$ cat src/pgc_pkg.sv
// shared types and constants of the pan gain calculator
package pgc_pkg;

  localparam int POS_W  = 16;
  localparam int GAIN_W = 16;
  localparam logic [GAIN_W-1:0] GAIN_MAX = '1;

  typedef struct packed {
    logic valid;
    logic beyond;
    logic mute;
  } ctl_t;

endpackage

$ cat src/pgc_sqrt.sv
// pipelined integer square root, one root bit per stage, then round and saturate
module pgc_sqrt #(
  parameter int Q_W  = 33,
  parameter int RT_W = 17
) (
  input  logic                       clk_i,
  input  logic                       rst_ni,
  input  logic                       en_i,
  input  logic [Q_W-1:0]             quo_i,
  input  pgc_pkg::ctl_t              ctl_i,
  output logic [pgc_pkg::GAIN_W-1:0] gain_o,
  output pgc_pkg::ctl_t              ctl_o
);
  import pgc_pkg::*;

  localparam int RAD_W = 2 * RT_W;
  localparam int REM_W = RT_W + 3;
  localparam int CW    = (RT_W > GAIN_W) ? RT_W : GAIN_W;

  logic [REM_W-1:0] rem_q  [RT_W];
  logic [REM_W-1:0] rem_d  [RT_W];
  logic [RT_W-1:0]  root_q [RT_W];
  logic [RT_W-1:0]  root_d [RT_W];
  logic [RAD_W-1:0] rad_q  [RT_W];
  logic [RAD_W-1:0] rad_d  [RT_W];
  logic [RT_W-1:0]  byp_q  [RT_W];
  logic [RT_W-1:0]  src_byp[RT_W];
  ctl_t             ctl_q  [RT_W];
  ctl_t             src_ctl[RT_W];

  for (genvar k = 0; k < RT_W; k++) begin : g_stage
    logic [REM_W-1:0] src_rem;
    logic [RT_W-1:0]  src_root;
    logic [RAD_W-1:0] src_rad;
    logic [REM_W-1:0] rem_sh;
    logic [REM_W-1:0] trial;
    logic             take;

    if (k == 0) begin : g_first
      assign src_rem    = '0;
      assign src_root   = '0;
      assign src_rad    = RAD_W'(quo_i);
      assign src_byp[k] = quo_i[RT_W-1:0];
      assign src_ctl[k] = ctl_i;
    end else begin : g_next
      assign src_rem    = rem_q[k-1];
      assign src_root   = root_q[k-1];
      assign src_rad    = rad_q[k-1];
      assign src_byp[k] = byp_q[k-1];
      assign src_ctl[k] = ctl_q[k-1];
    end

    assign rem_sh    = {src_rem[REM_W-3:0], src_rad[RAD_W-1 -: 2]};
    assign trial     = REM_W'({src_root, 2'b01});
    assign take      = rem_sh >= trial;
    assign rem_d[k]  = take ? rem_sh - trial : rem_sh;
    assign root_d[k] = {src_root[RT_W-2:0], take};
    assign rad_d[k]  = src_rad << 2;
  end

  always_ff @(posedge clk_i or negedge rst_ni) begin
    if (!rst_ni) begin
      for (int k = 0; k < RT_W; k++) ctl_q[k] <= '0;
    end else if (en_i) begin
      for (int k = 0; k < RT_W; k++) ctl_q[k] <= src_ctl[k];
    end
  end

  always_ff @(posedge clk_i) begin
    if (en_i) begin
      for (int k = 0; k < RT_W; k++) begin
        rem_q[k]  <= rem_d[k];
        root_q[k] <= root_d[k];
        rad_q[k]  <= rad_d[k];
        byp_q[k]  <= src_byp[k];
      end
    end
  end

  // inside the speakers the root is rounded, beyond them the quotient is rounded in its place
  logic [RT_W-1:0] val;
  logic [RT_W:0]   rnd;
  logic [RT_W-1:0] gain;

  always_comb begin
    val = ctl_q[RT_W-1].beyond ? byp_q[RT_W-1] : root_q[RT_W-1];
    rnd = (RT_W + 1)'(val) + (RT_W + 1)'(1);
    gain = rnd[RT_W:1];
    if (ctl_q[RT_W-1].mute) begin
      gain_o = '0;
    end else if (CW'(gain) > CW'(GAIN_MAX)) begin
      gain_o = GAIN_MAX;
    end else begin
      gain_o = GAIN_W'(gain);
    end
  end

  assign ctl_o = ctl_q[RT_W-1];

  a_root_rem_bound: assert property (@(posedge clk_i) disable iff (!rst_ni)
    ctl_q[RT_W-1].valid && !ctl_q[RT_W-1].beyond
      |-> rem_q[RT_W-1] <= (REM_W'(root_q[RT_W-1]) << 1))
    else $error("square root remainder out of range");

endmodule

$ cat config.mk
export PLATFORM = sky130hd
export DESIGN_NAME = pgc_sqrt
export DESIGN_NICKNAME = d
export VERILOG_FILES = /design/src/pgc_pkg.sv /design/src/pgc_sqrt.sv
export SDC_FILE = /design/constraint.sdc
export NUM_CORES = 1
export LEC_CHECK = 0
export ABC_AREA = 1
export BUFFER_PORTS_ARGS = -buffer_cell sky130_fd_sc_hd__buf_2
export CAP_MARGIN = 10
export CORE_ASPECT_RATIO = 0.75
export CORE_MARGIN = 2
export CORE_UTILIZATION = 60
export CTS_BUF_LIST = sky130_fd_sc_hd__clkbuf_8
export DETAILED_ROUTE_END_ITERATION = 6
export HOLD_SLACK_MARGIN = 0.02
export PLACE_DENSITY_LB_ADDON = 0.08
export SYNTH_ARGS = -nofsm -noshare
export SYNTH_HDL_FRONTEND = slang
export SYNTH_SLANG_ARGS = --single-unit
$ cat constraint.sdc
create_clock -name clk_i -period 2.3 [get_ports clk_i]
set_clock_uncertainty 0.15 [all_clocks]
set_input_delay 0.345 -clock clk_i [delete_from_list [all_inputs] [get_ports clk_i]]
set_output_delay 0.345 -clock clk_i [all_outputs]
set_load 0.005 [all_outputs]
== After elaboration in Yosys (flattened, before gate mapping) ==
Memory sizes are Yosys's and may differ from the RTL's.
Cells that the tools add are included.
Word-level totals
  bits in registers: 51
  word-level logic and storage cells: 113
  output and inout bits: 19
  RAM bits: 1462
  bits of input ports: 39
  memories kept: 4
Memories
  rad_q: depth 17, width 32, read ports 16, clocked after memory_dff 0, write ports 17, RTL line pgc_sqrt.sv:24  | logic [RAD_W-1:0] rad_q [RT_W];
  rem_q: depth 17, width 20, read ports 16, clocked after memory_dff 0, write ports 17, RTL line pgc_sqrt.sv:20  | logic [REM_W-1:0] rem_q [RT_W];
  byp_q: depth 17, width 17, read ports 17, clocked after memory_dff 0, write ports 17, RTL line pgc_sqrt.sv:26  | logic [RT_W-1:0] byp_q [RT_W];
  root_q: depth 17, width 17, read ports 17, clocked after memory_dff 0, write ports 17, RTL line pgc_sqrt.sv:22  | logic [RT_W-1:0] root_q [RT_W];
Cells by class
  add/subtract/negate cells: 18
  muxes and demuxes: 22
  $lt $le $gt $ge: 18
Operators by type and width (count)
  $mux W20: 17
  $ge A20 B19 Y1: 16
  $sub A20 B19 Y20: 16
  $mux W16: 2
  $add A17 B1 Y18 const B: 1
  $gt A17 B16 Y1 const B: 1
  $mux W17: 1
  $mux W1: 2
  $sub A1 B1 Y2 const B: 1
  $ge A1 B1 Y1 const B: 1

== Depth between registers and ports, before layout ==
An unclocked memory read counts as a cell.
  depth in word-level cells: 6
  gate-level depth with buffers: 14
  gate-level depth less buffers: 13

== Worst setup path before layout ==
Ideal clock, no wire load.
  kind: register -> register
  from: memory rem_q[0][229] (netlist bit)
  to: memory rem_q[0][248] (netlist bit) (data pin)
  setup time: 0.258 ns
  arrival: 1.711 ns
  path buffers: 1
  clock period less this slack: 2.119 ns
  slack: 0.181 ns
  required time: 1.892 ns
  cell stages (with the launch flop): 9
  cell sequence: edfxtp_1 > ha_1 > a21oi_1 > nand2_1 > a21oi_1 > nand2_1 > nor2_4 > buf_4 > o21ai_1
RTL lines (RTL line)
  start, declared: pgc_sqrt.sv:20

== Final worst setup path ==
  from: register ctl_o[1] (netlist name)
  to: output port gain_o[6] (netlist bit)
Between the ends
  cells in the longest elaborated chain, start to end: 5
Ends and longest elaborated chain
  $mux W17 (*): RTL line pgc_sqrt.sv:86  | val = ctl_q[RT_W-1].beyond ? byp_q[RT_W-1] : root_q[RT_W-1];
  $add A17 B1 Y18 (*): RTL line pgc_sqrt.sv:87  | rnd = (RT_W + 1)'(val) + (RT_W + 1)'(1);
  $gt A17 B16 Y1: RTL line pgc_sqrt.sv:91  | end else if (CW'(gain) > CW'(GAIN_MAX)) begin
  $mux W16 (*): RTL line pgc_sqrt.sv:91
  $mux W16 (*): RTL line pgc_sqrt.sv:89  | if (ctl_q[RT_W-1].mute) begin
  end, declared: RTL line pgc_sqrt.sv:11  | output logic [pgc_pkg::GAIN_W-1:0] gain_o,
Every way passes the cells marked *; elsewhere a longest branch is shown, timed or not.

==> run_results.csv <==
group,metric,value,unit
run_status,status,"finished with violations",
run_status,failed_checks,"setup timing",
sta,hold_violations,0,
sta,max_slew.worst_pin.slew,0.687,ns
floorplanning,io_pins,58,
worst_setup_path,crit_path_start_kind,"flop",
yosys,ys_seq_area_frac,0.602,
worst_setup_path,crit_arrival,2.45,ns
global_routing,grt.busiest_layer,"met1",
sta,finalSetupViolCount,18,
worst_setup_path,endpoint_kind,"output port",
worst_setup_path,criticalPathCategory,"reg2out",
routing,drt_pass1_iterations,6,
yosys,netlist_area,0.0405,sq mm
power,peakVddDrop,655,uV
cts,cts_tree,"built",
power,p_per_area,779,mW/mm^2
job,drv_cap,0,
worst_setup_path,slowest_delay,0.46,ns
finish,num-nets-final,5020,
yosys,synth_commonest_cells,"1,143 x nand2_1, 770 x edfxtp_1, 599 x inv_1",
cts,clock_path_buffers,3,
yosys,yosys.area.top_type,"edfxtp_1",
cts,insertion_delay,0.76,ns
worst_setup_path,r2r-start,"rem_q[0][221]$_DFFE_PP_",
finish,layout-drive-gt1-share,0.239,
worst_setup_path,path_max_fanout,14,
sta,grt_setup_unrepaired,"yes",
worst_setup_path,worstSetupEndpoint,"gain_o[6]",
global_routing,grt_max_degree,89,
floorplanning,die_x,304,um
cts,root_buffer,"clkbuf_8",
global_routing,antenna_found_initial,2,
global_routing,grt_pass1_vias,28100,
worst_setup_path,reg2reg_to,"rem_q[0][247]$_DFFE_PP_",
yosys,ys.flop_type,"edfxtp_1",
worst_setup_path,ff2ff_setup_slack,0,ns
cts,htreeDepth,3,
worst_setup_path,ff2ff_path_depth,14,
hold_path,hold_path.class,"in2async",
sta,fmax,339,MHz
yosys,ys_warn_count,0,
power,leakage,22.2,nW
floorplanning,core-area,0.0668,sq mm
routing,postRouteWirelength,100000,um
worst_setup_path,critPathSlowestCell,"dfrtp_2",
routing,route.vias.total,30900,
yosys,synth_area_leaders,"edfxtp_1 57%, nand2_1 11%, inv_1 5.6%",
floorplanning,die_h,229,um
routing,routedWlPerCell,17.3,um
cts,cts_buffers,120,
yosys,ys_types,50,
placed_design,hpwl,71100,um
yosys,synth_nets,4317,
worst_setup_path,crit_required,1.80,ns
yosys,synth_most_common_cell,"nand2_1",
sta,final_max_slew_viol_count,0,
global_routing,use_met3,0.0643,
floorplanning,initial_core_util,0.606,
floorplanning,rows,82,
floorplanning,dieArea,0.0696,sq mm
cts,clkSinkCount,821,
sta,period_needed,2.95,ns
global_routing,grt_use_met1,0.461,
global_routing,track_usage,0.276,
sta,fin_crit_sh,1.28,
cts,clk_pin_slew,0.07,ns
yosys,syn_area_per_cell,9.86,sq um
yosys,synth_edf_count,770,
sta,setup_ws,-0.648,ns
placed_design,gp_routability_congestion,0.958,
yosys,syn_inst,4107,
worst_setup_path,cp_cell_sequence,"inv_6 -> buf_4 -> nand2_1 -> nand2_1 -> inv_1 -> nand3_2 -> nor2_4 -> nand3_2 -> buf_6 -> a21oi_1 -> buf_2",
placed_design,portBuffers,57,
global_routing,grt_util_met2,0.361,
finish,syn2layout_area_growth,25.0,%
global_routing,overflow,0,
global_routing,grt_pass1_wl,150000,um
finish,final_core_util,0.758,
sta,slew_headroom,0.542,
routing,viasPerCell,5.34,
sta,holdWs,0.0981,ns
routing,ant_nets,0,
routing,drt_iter0_drc,3224,
routing,drc_errors,0,
yosys,ys_ff_latch,821,
yosys,async_flop_share,0.0621,
worst_setup_path,critPathLaunch,"ctl_o[1]$_DFFE_PN0P_",
yosys,yosysTopAreaCellShare,0.571,
==> routing by layer <==
layer | vias up | part of all wire
li1 | 15100 | -
met1 | 14500 | 0.49
met2 | 1219 | 0.40
met3 | 120 | 0.10
met4 | 0 | 0.015
met5 | - | 0
==> state kept, by name (all words and copies together), names as in the netlist <==
signal,cells
byp_q,288
ctl_o,3
ctl_q,48
rad_q,65
rem_q,264
root_q,153
==> worst min path at each step <==
stage | startpoint | endpoint
after floorplan | rst_ni | ctl_o[0]$_DFFE_PN0P_
after global placement | byp_q[0][0]$_DFFE_PP_ | byp_q[0][17]$_DFFE_PP_
after detailed placement | byp_q[0][109]$_DFFE_PP_ | byp_q[0][126]$_DFFE_PP_
after CTS | rst_ni | ctl_q[36]$_DFFE_PN0P_
after global routing | quo_i[28] | rad_q[0][28]$_DFFE_PP_
final | rst_ni | ctl_q[7]$_DFFE_PN0P_
==> kinds of logic (layout without fill, tap and decap cells) <==
kind of cell,Yosys count,count (layout),synth area share
compound gates,431,431,0.0562
xor+xnor,106,106,0.0229
fa+ha+maj,171,171,0.0528
buf+inv,656,1452,0.0646
flops,821,821,0.602
mux,2,2,0.000556
other cells,1,3,0.0000926
simple gates,1919,1920,0.200
==> critical path, delay by kind of cell (launching register included) <==
kind                   cells  cell delay [ns]
AND/OR/NAND/NOR            5             0.48
flip-flops                 1             0.46
buffers and inverters      5             0.62
AO/OA/AOI/OAI              1             0.14
==> power by group <==
group	internal, W	total (W)	switching [W]	leakage [nW]
Combinational	0.00383	0.00899	0.00516	12.9
Clock	0.00570	0.0113	0.00557	1.28
Sequential	0.0181	0.0192	0.00103	7.99
==> cell type report <==
class | instances | area (sq um)
Multi-Input combinational cell | 2631 | 15400
Clock buffer | 124 | 1710
Sequential cell | 821 | 24400
Tap cell | 882 | 1100
Inverter | 608 | 2310
Timing Repair Buffer | 628 | 5150
Clock inverter | 92 | 587
Fill cell | 4573 | 16200
Antenna cell | 2 | 5.00
==> timing repair <==
action | 4_1_cts | 5_1_grt
resized for setup | 66 | 379
hold endpoints to repair | 230 | 0
pin swaps | 10 | 75
setup endpoints to repair | 77 | 233
hold buffers | 42 | 0
gates cloned | 1 | 10
buffers inserted | 16 | 83
==> cell usage in the layout, fill, tap and decap left out, types with 11 or more instances in the layout <==
master / n
nand2_1: 1061
edfxtp_1: 770
inv_1: 595
buf_4: 480
nor2_1: 284
nand3_1: 218
a21oi_1: 163
clkbuf_8: 124
o21ai_0: 116
nand2_2: 97
ha_1: 93
ha_4: 72
nand4_1: 59
xor2_1: 59
a21oi_2: 58
buf_2: 57
dfrtp_1: 50
nor2_2: 47
o21ai_1: 46
xnor2_1: 46
dlygate4sd3_1: 42
inv_2: 34
nand3b_1: 33
clkinv_1: 30
nor3_1: 29
nor2_4: 27
buf_12: 25
buf_6: 19
clkinv_2: 18
nand3_2: 16
o21ai_2: 16
or2_2: 11
==> metrics by stage <==
stage	total power [W]	instance area (sq um)	setup WS (ns)	instances	setup TNS (ns)
finish	0.0394	50600	-0.648	5788	-9.96
global route	0.0414	50600	-0.842	5787	-15.35
CTS	0.0385	48200	-0.709	5693	-10.87
detailed placement	0.0269	45000	-0.0788	5418	-0.769
global placement	0.0268	45000	-0.119	5418	-0.747
floorplan	0.0236	40500	0.181	4107	0
No activity file was read; power rests on OpenSTA's default activity.
