==> src/pgc_pkg.sv <==
// shared types and constants of the pan gain calculator
package pgc_pkg;

  localparam int POS_W  = 16;
  localparam int GAIN_W = 16;
  localparam logic [GAIN_W-1:0] GAIN_MAX = '1;

  typedef struct packed {
    logic valid;
    logic beyond;
    logic mute;
  } ctl_t;

endpackage

==> src/pgc_front.sv <==
// front stages: magnitude, squares, distance term and dividends of both lanes
module pgc_front #(
  parameter int POS_FRAC_BITS  = 12,
  parameter int GAIN_FRAC_BITS = 15,
  parameter int DD_W           = 31,
  parameter int N_W            = 58
) (
  input  logic                       clk_i,
  input  logic                       rst_ni,
  input  logic                       en_i,
  input  logic                       in_valid_i,
  input  logic [pgc_pkg::POS_W-1:0]  pos_i,
  output logic [DD_W-1:0]            dd_o,
  output logic [N_W-1:0]             num_l_o,
  output logic [N_W-1:0]             num_r_o,
  output pgc_pkg::ctl_t              ctl_l_o,
  output pgc_pkg::ctl_t              ctl_r_o
);
  import pgc_pkg::*;

  localparam int SW      = ((POS_FRAC_BITS + 2 > POS_W + 1) ? POS_FRAC_BITS + 2 : POS_W + 1) + 1;
  localparam int NUM_W   = POS_FRAC_BITS + 2;
  localparam int MSQ_W   = 2 * POS_W;
  localparam int NSQ_W   = 2 * NUM_W;
  localparam int N_SHIFT = 2 * GAIN_FRAC_BITS + 1;
  localparam logic [SW-1:0]   ONE_POS = SW'(1) << POS_FRAC_BITS;
  localparam logic [DD_W-1:0] ONE_SQ  = DD_W'(1) << (2 * POS_FRAC_BITS);
  localparam logic [N_W-1:0]  N_OUT   = N_W'(1) << (2 * POS_FRAC_BITS + GAIN_FRAC_BITS + 2);

  logic                    a_valid_q;
  logic signed [POS_W-1:0] a_pos_q;

  logic                    b_valid_q;
  logic                    b_beyond_q, b_beyond_d;
  logic                    b_neg_q;
  logic [POS_W-1:0]        b_mag_q, b_mag_d;
  logic [NUM_W-1:0]        b_num_l_q, b_num_l_d;
  logic [NUM_W-1:0]        b_num_r_q, b_num_r_d;

  logic                    c_valid_q;
  logic                    c_beyond_q;
  logic                    c_neg_q;
  logic [MSQ_W-1:0]        c_msq_q, c_msq_d;
  logic [NSQ_W-1:0]        c_nsq_l_q, c_nsq_l_d;
  logic [NSQ_W-1:0]        c_nsq_r_q, c_nsq_r_d;

  logic [DD_W-1:0]         dd_q, dd_d;
  logic [N_W-1:0]          num_l_q, num_l_d;
  logic [N_W-1:0]          num_r_q, num_r_d;
  ctl_t                    ctl_l_q, ctl_l_d;
  ctl_t                    ctl_r_q, ctl_r_d;

  logic signed [SW-1:0]    pos_ext;
  logic signed [SW-1:0]    num_l_full;
  logic signed [SW-1:0]    num_r_full;
  logic signed [SW-1:0]    mag_full;

  always_comb begin
    pos_ext    = SW'(a_pos_q);
    num_l_full = $signed(ONE_POS) - pos_ext;
    num_r_full = $signed(ONE_POS) + pos_ext;
    mag_full   = a_pos_q[POS_W-1] ? -pos_ext : pos_ext;
    b_mag_d    = mag_full[POS_W-1:0];
    b_beyond_d = mag_full > $signed(ONE_POS);
    b_num_l_d  = num_l_full[NUM_W-1:0];
    b_num_r_d  = num_r_full[NUM_W-1:0];
  end

  always_comb begin
    c_msq_d   = MSQ_W'(b_mag_q) * MSQ_W'(b_mag_q);
    c_nsq_l_d = NSQ_W'(b_num_l_q) * NSQ_W'(b_num_l_q);
    c_nsq_r_d = NSQ_W'(b_num_r_q) * NSQ_W'(b_num_r_q);
  end

  // beyond the speakers the near lane divides the fixed inverse-square dividend, the far lane a zero one
  always_comb begin
    dd_d = DD_W'(c_msq_q) + ONE_SQ;
    if (c_beyond_q) begin
      num_l_d = c_neg_q ? N_OUT : '0;
      num_r_d = c_neg_q ? '0 : N_OUT;
    end else begin
      num_l_d = N_W'(c_nsq_l_q) << N_SHIFT;
      num_r_d = N_W'(c_nsq_r_q) << N_SHIFT;
    end
    ctl_l_d = '{valid: c_valid_q, beyond: c_beyond_q, mute: c_beyond_q && !c_neg_q};
    ctl_r_d = '{valid: c_valid_q, beyond: c_beyond_q, mute: c_beyond_q && c_neg_q};
  end

  always_ff @(posedge clk_i or negedge rst_ni) begin
    if (!rst_ni) begin
      a_valid_q <= 1'b0;
      b_valid_q <= 1'b0;
      c_valid_q <= 1'b0;
      ctl_l_q   <= '0;
      ctl_r_q   <= '0;
    end else if (en_i) begin
      a_valid_q <= in_valid_i;
      b_valid_q <= a_valid_q;
      c_valid_q <= b_valid_q;
      ctl_l_q   <= ctl_l_d;
      ctl_r_q   <= ctl_r_d;
    end
  end

  always_ff @(posedge clk_i) begin
    if (en_i) begin
      a_pos_q    <= pos_i;
      b_beyond_q <= b_beyond_d;
      b_neg_q    <= a_pos_q[POS_W-1];
      b_mag_q    <= b_mag_d;
      b_num_l_q  <= b_num_l_d;
      b_num_r_q  <= b_num_r_d;
      c_beyond_q <= b_beyond_q;
      c_neg_q    <= b_neg_q;
      c_msq_q    <= c_msq_d;
      c_nsq_l_q  <= c_nsq_l_d;
      c_nsq_r_q  <= c_nsq_r_d;
      dd_q       <= dd_d;
      num_l_q    <= num_l_d;
      num_r_q    <= num_r_d;
    end
  end

  assign dd_o    = dd_q;
  assign num_l_o = num_l_q;
  assign num_r_o = num_r_q;
  assign ctl_l_o = ctl_l_q;
  assign ctl_r_o = ctl_r_q;

endmodule

==> config.mk <==
export PLATFORM = sky130hd
export DESIGN_NAME = pgc_front
export DESIGN_NICKNAME = d
export VERILOG_FILES = /design/src/pgc_pkg.sv /design/src/pgc_front.sv
export SDC_FILE = /design/constraint.sdc
export NUM_CORES = 1
export LEC_CHECK = 0
export ABC_CLOCK_PERIOD_IN_PS = 16880
export BUFFER_PORTS_ARGS = -buffer_cell sky130_fd_sc_hd__buf_4
export CAP_MARGIN = 20
export CORE_MARGIN = 5
export CORE_UTILIZATION = 35
export CTS_BUF_LIST = sky130_fd_sc_hd__clkbuf_16
export DETAILED_ROUTE_END_ITERATION = 8
export PLACE_DENSITY_LB_ADDON = 0.1
export SLEW_MARGIN = 20
export SYNTH_ARGS = -nofsm -noshare
export SYNTH_HDL_FRONTEND = slang
export SYNTH_SLANG_ARGS = --single-unit
export TNS_END_PERCENT = 1
==> constraint.sdc <==
create_clock -name clk_i -period 16.88 [get_ports clk_i]
set_input_delay 3.376 -clock clk_i [delete_from_list [all_inputs] [get_ports clk_i]]
set_output_delay 3.376 -clock clk_i [all_outputs]
set_load 0.01 [all_outputs]
After elaboration in Yosys (flattened, before gate mapping). Cells that the tools add are included.

$add $sub $neg: 4. $mul: 3. Magnitude comparators: 1. Reductions and logical operators: 3. Muxes and demuxes: 5.

Operator list (number): 2-to-1 mux 58 bit (2); 2-to-1 mux 42 bit (2); multiplier 14 x 14 -> 27 bit (2); adder 31 x 25 -> 31 bit (second input constant) (1); multiplier 16 x 16 -> 31 bit (1); greater-than comparator 18 x 14 -> 1 bit (second input constant) (1); 2-to-1 mux 18 bit (1); negator 16 -> 18 bit (1); adder 14 bit (first input constant) (1); subtractor 14 bit (first input constant) (1); logical AND 1 bit (2); logical NOT 1 bit (1).

Bits of input ports: 20. Bits in registers: 303.

Logic depth before layout (Yosys ltp). Gate-level depths: netlist of the first run.

Word-level depth: 3. Mapped depth: 24.

Least setup slack after synthesis of the first run. Ideal clock, no wire load.

Path type: reg-to-reg. Start point: register b_num_l_q[7]. End point: register c_nsq_l_q[26] (data pin). Period minus slack after synthesis: 6.115 ns. Data arrival time: 5.855 ns. Stages on the path, launching flop included: 22. Required time: 16.620 ns. Path buffers: 1. Path slack: 10.765 ns. Library setup time: 0.260 ns. Path through: edfxtp_1 > clkbuf_1 > nand2_1 > inv_1 > fa_1 > inv_1 > fa_1 > inv_1 > fa_1 > fa_1 > fa_1 > inv_1 > fa_1 > inv_1 > ha_1 > a21o_1 > or4_4 > o21a_4 > a221oi_4 > o21a_4 > o21ai_2 > xnor2_1.

Word-level cells in the longest chain between the ends: 1.

RTL lines: start, declared (RTL line pgc_front.sv:37) `logic [NUM_W-1:0] b_num_l_q, b_num_l_d;`; start signal, assigned (RTL line pgc_front.sv:111) `b_num_l_q <= b_num_l_d;`; multiplier 14 x 14 -> 27 bit (RTL line pgc_front.sv:71) `c_nsq_l_d = NSQ_W'(b_num_l_q) * NSQ_W'(b_num_l_q);`; net c_nsq_l_d[26] (RTL line pgc_front.sv:44) `logic [NSQ_W-1:0] c_nsq_l_q, c_nsq_l_d;`; end signal, assigned (RTL line pgc_front.sv:116) `c_nsq_l_q <= c_nsq_l_d;`; end, declared (RTL line pgc_front.sv:44).

The timed path passes the listed nets, and every way through them passes these cells. A chain may end at the register's enable or synchronous reset.

Final worst setup path of the first run.
Start point: register b_num_l_q[2]. End point: register c_nsq_l_q[25] (data pin).

The elaborated chain is that of the path after synthesis.

==> flow_metrics.py, run 1 <==
metrics = {
    "global_route": {
        "track_usage_pct": 14.30,
        "grt_pass1_vias": 18657,
        "grt_overflow": 0,
        "antenna_found_initial": 1,
        "grt_pass1_wl_um": 96290,
        "grt_max_degree": 96,
    },
    "flow_run": {
        "max_cap_violations": 0,
    },
    "synth": {
        "synth_fa_ha_area_share_pct": 42.40,
        "synth-xor-area-share_pct": 4.228,
        "synth_mux_area_share_pct": 0.4167,
        "yosys_warnings": 0,
        "synth_compound_area_share_pct": 5.655,
        "syn_inst": 2549,
        "synth_seq_cells": 230,
        "ys_async_sr_fraction_pct": 3.043,
        "yosys.area_share.simple_pct": 10.29,
        "synth_cell_types": 74,
        "avgSynthCellArea_sq_um": 10.48,
        "synth_top_family_by_area": "adder cells",
        "synth_edf_count": 223,
        "synth_area_sq_mm": 0.02673,
        "synth_flop_cell": "edfxtp_1",
        "ys_seq_area_share_pct": 25.71,
    },
    "min_path": {
        "hp-class": "reg2reg",
    },
    "timing": {
        "rsz0062_at_grt": "no",
        "fin_crit_sh_pct": 39.65,
        "max_clock_freq_mhz": 149.4,
        "period_needed_ns": 6.692,
        "slew_viol_final": 0,
        "hold_viol": 0,
        "slew_headroom_pct": 35.97,
        "finalSetupTns_ns": 0,
        "final-setup-viol-count": 0,
        "clock_skew_ns": 0.01728,
        "tightest_slew_ns": 0.9605,
    },
    "detailed_routing": {
        "postRouteAntennaNets": 0,
        "routedWlPerCell_um": 15.87,
        "drcViolationCount": 0,
        "vias": 16643,
        "dr.pass1.iters": 5,
        "post_drt_via_cell_ratio": 4.595,
        "wirelength_um": 57490,
        "first_iter_violations": 566,
    },
    "critical_path": {
        "path_buf_inv": 5,
        "worstPathCellList": "inv_1 -> nor2_1 -> fa_1 -> inv_1 -> fa_1 -> inv_1 -> fa_1 -> fa_1 -> fa_1 -> inv_1 -> fa_1 -> inv_1 -> ha_1 -> nand2_1 -> nor2_1 -> a2111oi_0 -> o221ai_1 -> o21ai_1 -> nor3_1 -> a211oi_2 -> xnor2_1",
        "arrival_ns": 7.03,
        "crit_slowest_cell": "edfxtp_1",
        "cp_max_fo": 13,
        "timing.critical_path.mode_cell": "fa_1",
        "critPathTopFamily": "adder cells",
        "start_kind": "register",
        "cp.required_ns": 17.22,
        "cp-end-kind": "register",
        "criticalPathCategory": "reg2reg",
        "slowest_delay_ns": 0.68,
    },
    "status": {
        "status": "completed",
    },
    "die": {
        "dieArea_sq_mm": 0.08198,
        "coreArea_sq_mm": 0.07582,
        "ios": 173,
        "row_count": 101,
        "die_h_um": 286.3,
        "initial_core_util_pct": 35.25,
        "die_x_um": 286.3,
    },
    "finish": {
        "finalNetCount": 3308,
        "final_common_cell": "inv_1",
        "fillers": 7569,
        "multi_input_area_sq_mm": 0.01708,
        "diodes": 0,
        "register_area_sq_mm": 0.006872,
        "drive_gt1_share_pct": 7.300,
        "final_cell_mix": "inv_1, fa_1, ha_1",
        "area_delta_synth_final_pct": 9.405,
    },
    "clocking": {
        "clkLatencyLatePin_ns": 0.60,
        "clockBufferDepth": 3,
        "clkSlewWorstSetupHoldPaths_ns": 0.06,
        "cts_root_buf": "clkbuf_16",
        "cts_resized": 0,
        "cts_buffers": 30,
        "cts.sinks": 230,
        "htree_levels": 1,
        "post_cts_buffers": 0,
        "cts_tree": "built",
        "hold_buffers": 0,
    },
    "placement": {
        "io_buffers": 107,
        "gp_congestion": 0.8332,
        "hpwlAfterDp_um": 46430,
    },
}
[path summary, 6_finish.rpt]
path | start | cells past startpoint | slack (ns) | end
max | b_num_l_q[2] | 21 | 10.19 | c_nsq_l_q[25]
min | c_msq_q[11] | 0 | 0.42 | dd_o[11]
max reg2reg | b_num_l_q[2] | 21 | 10.19 | c_nsq_l_q[25]
min in group asynchronous | rst_ni | 1 | 2.58 | ctl_r_o[0]
min reg2reg | c_msq_q[11] | 0 | 0.42 | dd_o[11]
max in group asynchronous | rst_ni | 1 | 14.17 | ctl_l_o[0]
[stage by stage]
| stage | instances | util (%) | setup WS (ns) | area (sq um) | hold WS [ns] |
|---|---|---|---|---|---|
| after floorplan | 2613 | - | 10.76 | 26970 | 0.4003 |
| after global placement | 3565 | 37.26 | 10.28 | 28250 | 0.4017 |
| after detailed placement | 3565 | 37.26 | 10.20 | 28250 | 0.4045 |
| after CTS | 3621 | 38.54 | 10.17 | 29220 | 0.4179 |
| after global routing | 3622 | 38.56 | 9.740 | 29240 | 0.4241 |
| final | 3622 | 38.56 | 10.19 | 29240 | 0.4152 |
[routing by layer]
metal,vias to the layer above,routed length [um],track usage [%]
met5,-,0,0
met3,66,1907,1.636
met1,8377,26170,19.09
li1,7960,-,-
met2,240,28320,25.11
met4,0,1099,3.248
[sequential cells by signal (all words and copies together) (netlist names), 13 cells and up]
| signal | cells |
|---|---|
| c_msq_q | 30 |
| dd_o | 30 |
| num_l_o | 26 |
| c_nsq_l_q | 25 |
| c_nsq_r_q | 25 |
| num_r_o | 25 |
| a_pos_q | 16 |
| b_mag_q | 16 |
| b_num_l_q | 13 |
| b_num_r_q | 13 |
[cell type report]
| class | instances | area share (%) |
|---|---|---|
| flip-flops and latches | 230 | 23.50 |
| clock buffers | 30 | 2.568 |
| well taps | 978 | 4.185 |
| clock inverters | 26 | 0.7617 |
| inverters | 596 | 7.651 |
| repair buffers | 112 | 2.927 |
| multi-input cells | 1650 | 58.41 |
[cells in the mapped netlist (all sizes together), types with 3 or more instances]
cell type	count	area, sq um
nand2	222	835.8
xor2	34	297.8
nor2b	62	387.9
o21bai	9	67.56
or4	4	37.53
a211o	3	26.28
mux2	9	101.4
o211ai	4	30.03
buf	72	529.3
nand3	14	70.07
o21ai	47	242.7
inv	595	2233
nor3	14	75.07
or2	7	43.80
edfxtp	223	6696
a31oi	10	62.56
a21o	34	255.2
a21oi	67	342.8
a211oi	10	80.07
fa	396	7928
o21ba	3	30.03
nor2	69	261.5
xnor2	95	832.1
dfrtp	7	175.2
and2	112	701.9
nand2b	15	93.84
o221ai	4	35.03
ha	272	3403
a31o	3	26.28
nand4	16	100.1
a41oi	4	35.03
clkbuf	64	240.2
and3	6	37.54
o21a	13	112.6
[cells by family after synthesis]
group	Yosys count
compound gates	226
xor+xnor	129
fa+ha+maj	668
buf+inv	733
flops	230
mux	10
other cells	1
simple gates	552
Power of run 1 is left out: the tool's default activity adds up to more than one toggle a clock period on the data nets, which glitch-free logic cannot reach.
==> run 2, diff against run 1 <==
--- a/config.mk
+++ b/config.mk
@@ -5,7 +5,7 @@
 export SDC_FILE = /design/constraint.sdc
 export NUM_CORES = 1
 export LEC_CHECK = 0
-export ABC_CLOCK_PERIOD_IN_PS = 16880
+export ABC_CLOCK_PERIOD_IN_PS = 6900
 export BUFFER_PORTS_ARGS = -buffer_cell sky130_fd_sc_hd__buf_4
 export CAP_MARGIN = 20
 export CORE_MARGIN = 5
==> constraint.sdc (replaced) <==
create_clock -name clk_i -period 6.9 [get_ports clk_i]
set_input_delay 1.38 -clock clk_i [delete_from_list [all_inputs] [get_ports clk_i]]
set_output_delay 1.38 -clock clk_i [all_outputs]
set_load 0.01 [all_outputs]
==> run 2 against run 1 <==
Global-route usage up 0.097 points. Register-to-register slack worse by 9.9 ns. First-iteration DRC count up 30%. Non-clock buffer count up 22. Hold slack worse by 0.0022 ns. Worst setup slack worse by 9.9 ns. Via count down 0.23%. Highest routed layer unchanged.
==> flow_metrics.py, run 2 (same netlist as run 1, synthesis figures left out) <==
metrics = {
    "die": {
        "coreArea_sq_mm": 0.07582,
        "initial_core_util_pct": 35.25,
        "dieArea_sq_mm": 0.08198,
        "die_x_um": 286.3,
        "ios": 173,
        "row_count": 101,
        "die_h_um": 286.3,
    },
    "placement": {
        "place_inst": 3588,
        "gp_congestion": 0.8686,
        "io_buffers": 107,
        "hpwlAfterDp_um": 47600,
    },
    "critical_path": {
        "start_kind": "register",
        "criticalPathCategory": "reg2reg",
        "crit_slowest_cell": "edfxtp_1",
        "timing.critical_path.mode_cell": "fa_1",
        "critPathTopFamily": "adder cells",
        "cp.required_ns": 7.23,
        "slowest_delay_ns": 0.70,
        "cp_max_fo": 13,
        "worstPathCellList": "inv_1 -> nor2_1 -> fa_1 -> inv_1 -> fa_1 -> inv_1 -> fa_1 -> fa_1 -> fa_1 -> inv_1 -> fa_1 -> inv_1 -> ha_1 -> nand2_1 -> nor2_1 -> a2111oi_0 -> o221ai_1 -> o21ai_1 -> nor3_1 -> a211oi_2 -> xnor2_1",
        "cp-end-kind": "register",
        "arrival_ns": 6.91,
        "path_buf_inv": 5,
    },
    "finish": {
        "register_area_sq_mm": 0.006872,
        "final_cell_mix": "inv_1, fa_1, ha_1",
        "area_delta_synth_final_pct": 9.883,
        "final_common_cell": "inv_1",
        "diodes": 0,
        "multi_input_area_sq_mm": 0.01708,
        "drive_gt1_share_pct": 7.920,
        "finalNetCount": 3329,
        "stdcell_count": 3642,
        "fillers": 7557,
    },
    "global_route": {
        "grt_overflow": 0,
        "grt_pass1_wl_um": 96850,
        "grt_pass1_vias": 18220,
        "antenna_found_initial": 0,
        "track_usage_pct": 14.40,
        "grt_max_degree": 124,
    },
    "clocking": {
        "hold_buffers": 0,
        "clkLatencyLatePin_ns": 0.60,
        "cts_tree": "built",
        "cts.sinks": 230,
        "cts_buffers": 29,
        "cts_resized": 0,
        "clockBufferDepth": 3,
        "cts_root_buf": "clkbuf_16",
        "htree_levels": 1,
        "post_cts_buffers": 0,
        "clkSlewWorstSetupHoldPaths_ns": 0.06,
    },
    "detailed_routing": {
        "post_drt_via_cell_ratio": 4.559,
        "wirelength_um": 57880,
        "postRouteAntennaNets": 0,
        "drcViolationCount": 0,
        "dr.pass1.iters": 5,
        "routedWlPerCell_um": 15.89,
        "first_iter_violations": 738,
        "vias": 16604,
    },
    "timing": {
        "slew_viol_final": 0,
        "rsz0062_at_grt": "no",
        "finalSetupTns_ns": 0,
        "final-setup-viol-count": 0,
        "hold_viol": 0,
        "period_needed_ns": 6.585,
        "fin_crit_sh_pct": 95.44,
        "clock_skew_ns": 0.02939,
        "tightest_slew_ns": 1.063,
        "max_clock_freq_mhz": 151.9,
        "slew_headroom_pct": 29.12,
    },
    "min_path": {
        "hp-class": "reg2reg",
    },
    "flow_run": {
        "max_cap_violations": 0,
    },
    "status": {
        "status": "completed",
    },
}
## run 2: changes by cell type in the layout (fill, tap and decap cells not counted), sizes merged
cell | previous run | this run
clkinv | 14 | 11
clkbuf | 30 | 29
buf | 112 | 134
inv | 603 | 605
## run 2: layout make-up
class | count | area share, %
clock buffers | 29 | 2.471
clock inverters | 25 | 0.6561
inverters | 596 | 7.618
multi-input cells | 1650 | 58.15
flip-flops and latches | 230 | 23.40
well taps | 978 | 4.167
repair buffers | 134 | 3.536
## run 2: stage by stage
stage / utilization, % / hold slack [ns] / setup WS [ns] / cell area (sq um)
final: 38.73 / 0.4129 / 0.3146 / 29370
after global routing: 38.73 / 0.4224 / 0.01981 / 29370
after CTS: 38.73 / 0.4141 / 0.3466 / 29370
after detailed placement: 37.52 / 0.4062 / 0.3295 / 28450
after floorplan: - / 0.4003 / 0.7847 / 26970
after global placement: 37.52 / 0.4034 / 0.4895 / 28450
## run 2: per-layer routing
metal  wire [um]  vias up  global-route usage, %
met5           0        -                      0
met1       27170     8303                  20.42
met4        1202        0                  2.872
met3        1671       59                  1.358
met2       27840      245                  24.28
li1            -     7997                      -
## run 2: path summary, 6_finish.rpt
check | from | to | slack [ns] | cells after the start
worst max-delay path | b_num_l_q[8] | c_nsq_l_q[25] | 0.31 | 21
worst min-delay path | c_msq_q[18] | dd_o[18] | 0.41 | 0
worst max register to register | b_num_l_q[8] | c_nsq_l_q[25] | 0.31 | 21
worst min register to register | c_msq_q[18] | dd_o[18] | 0.41 | 0
max in group asynchronous | rst_ni | ctl_r_o[1] | 6.17 | 1
min in group asynchronous | rst_ni | a_valid_q | 0.59 | 1
Power of run 2 is left out for the same reason.
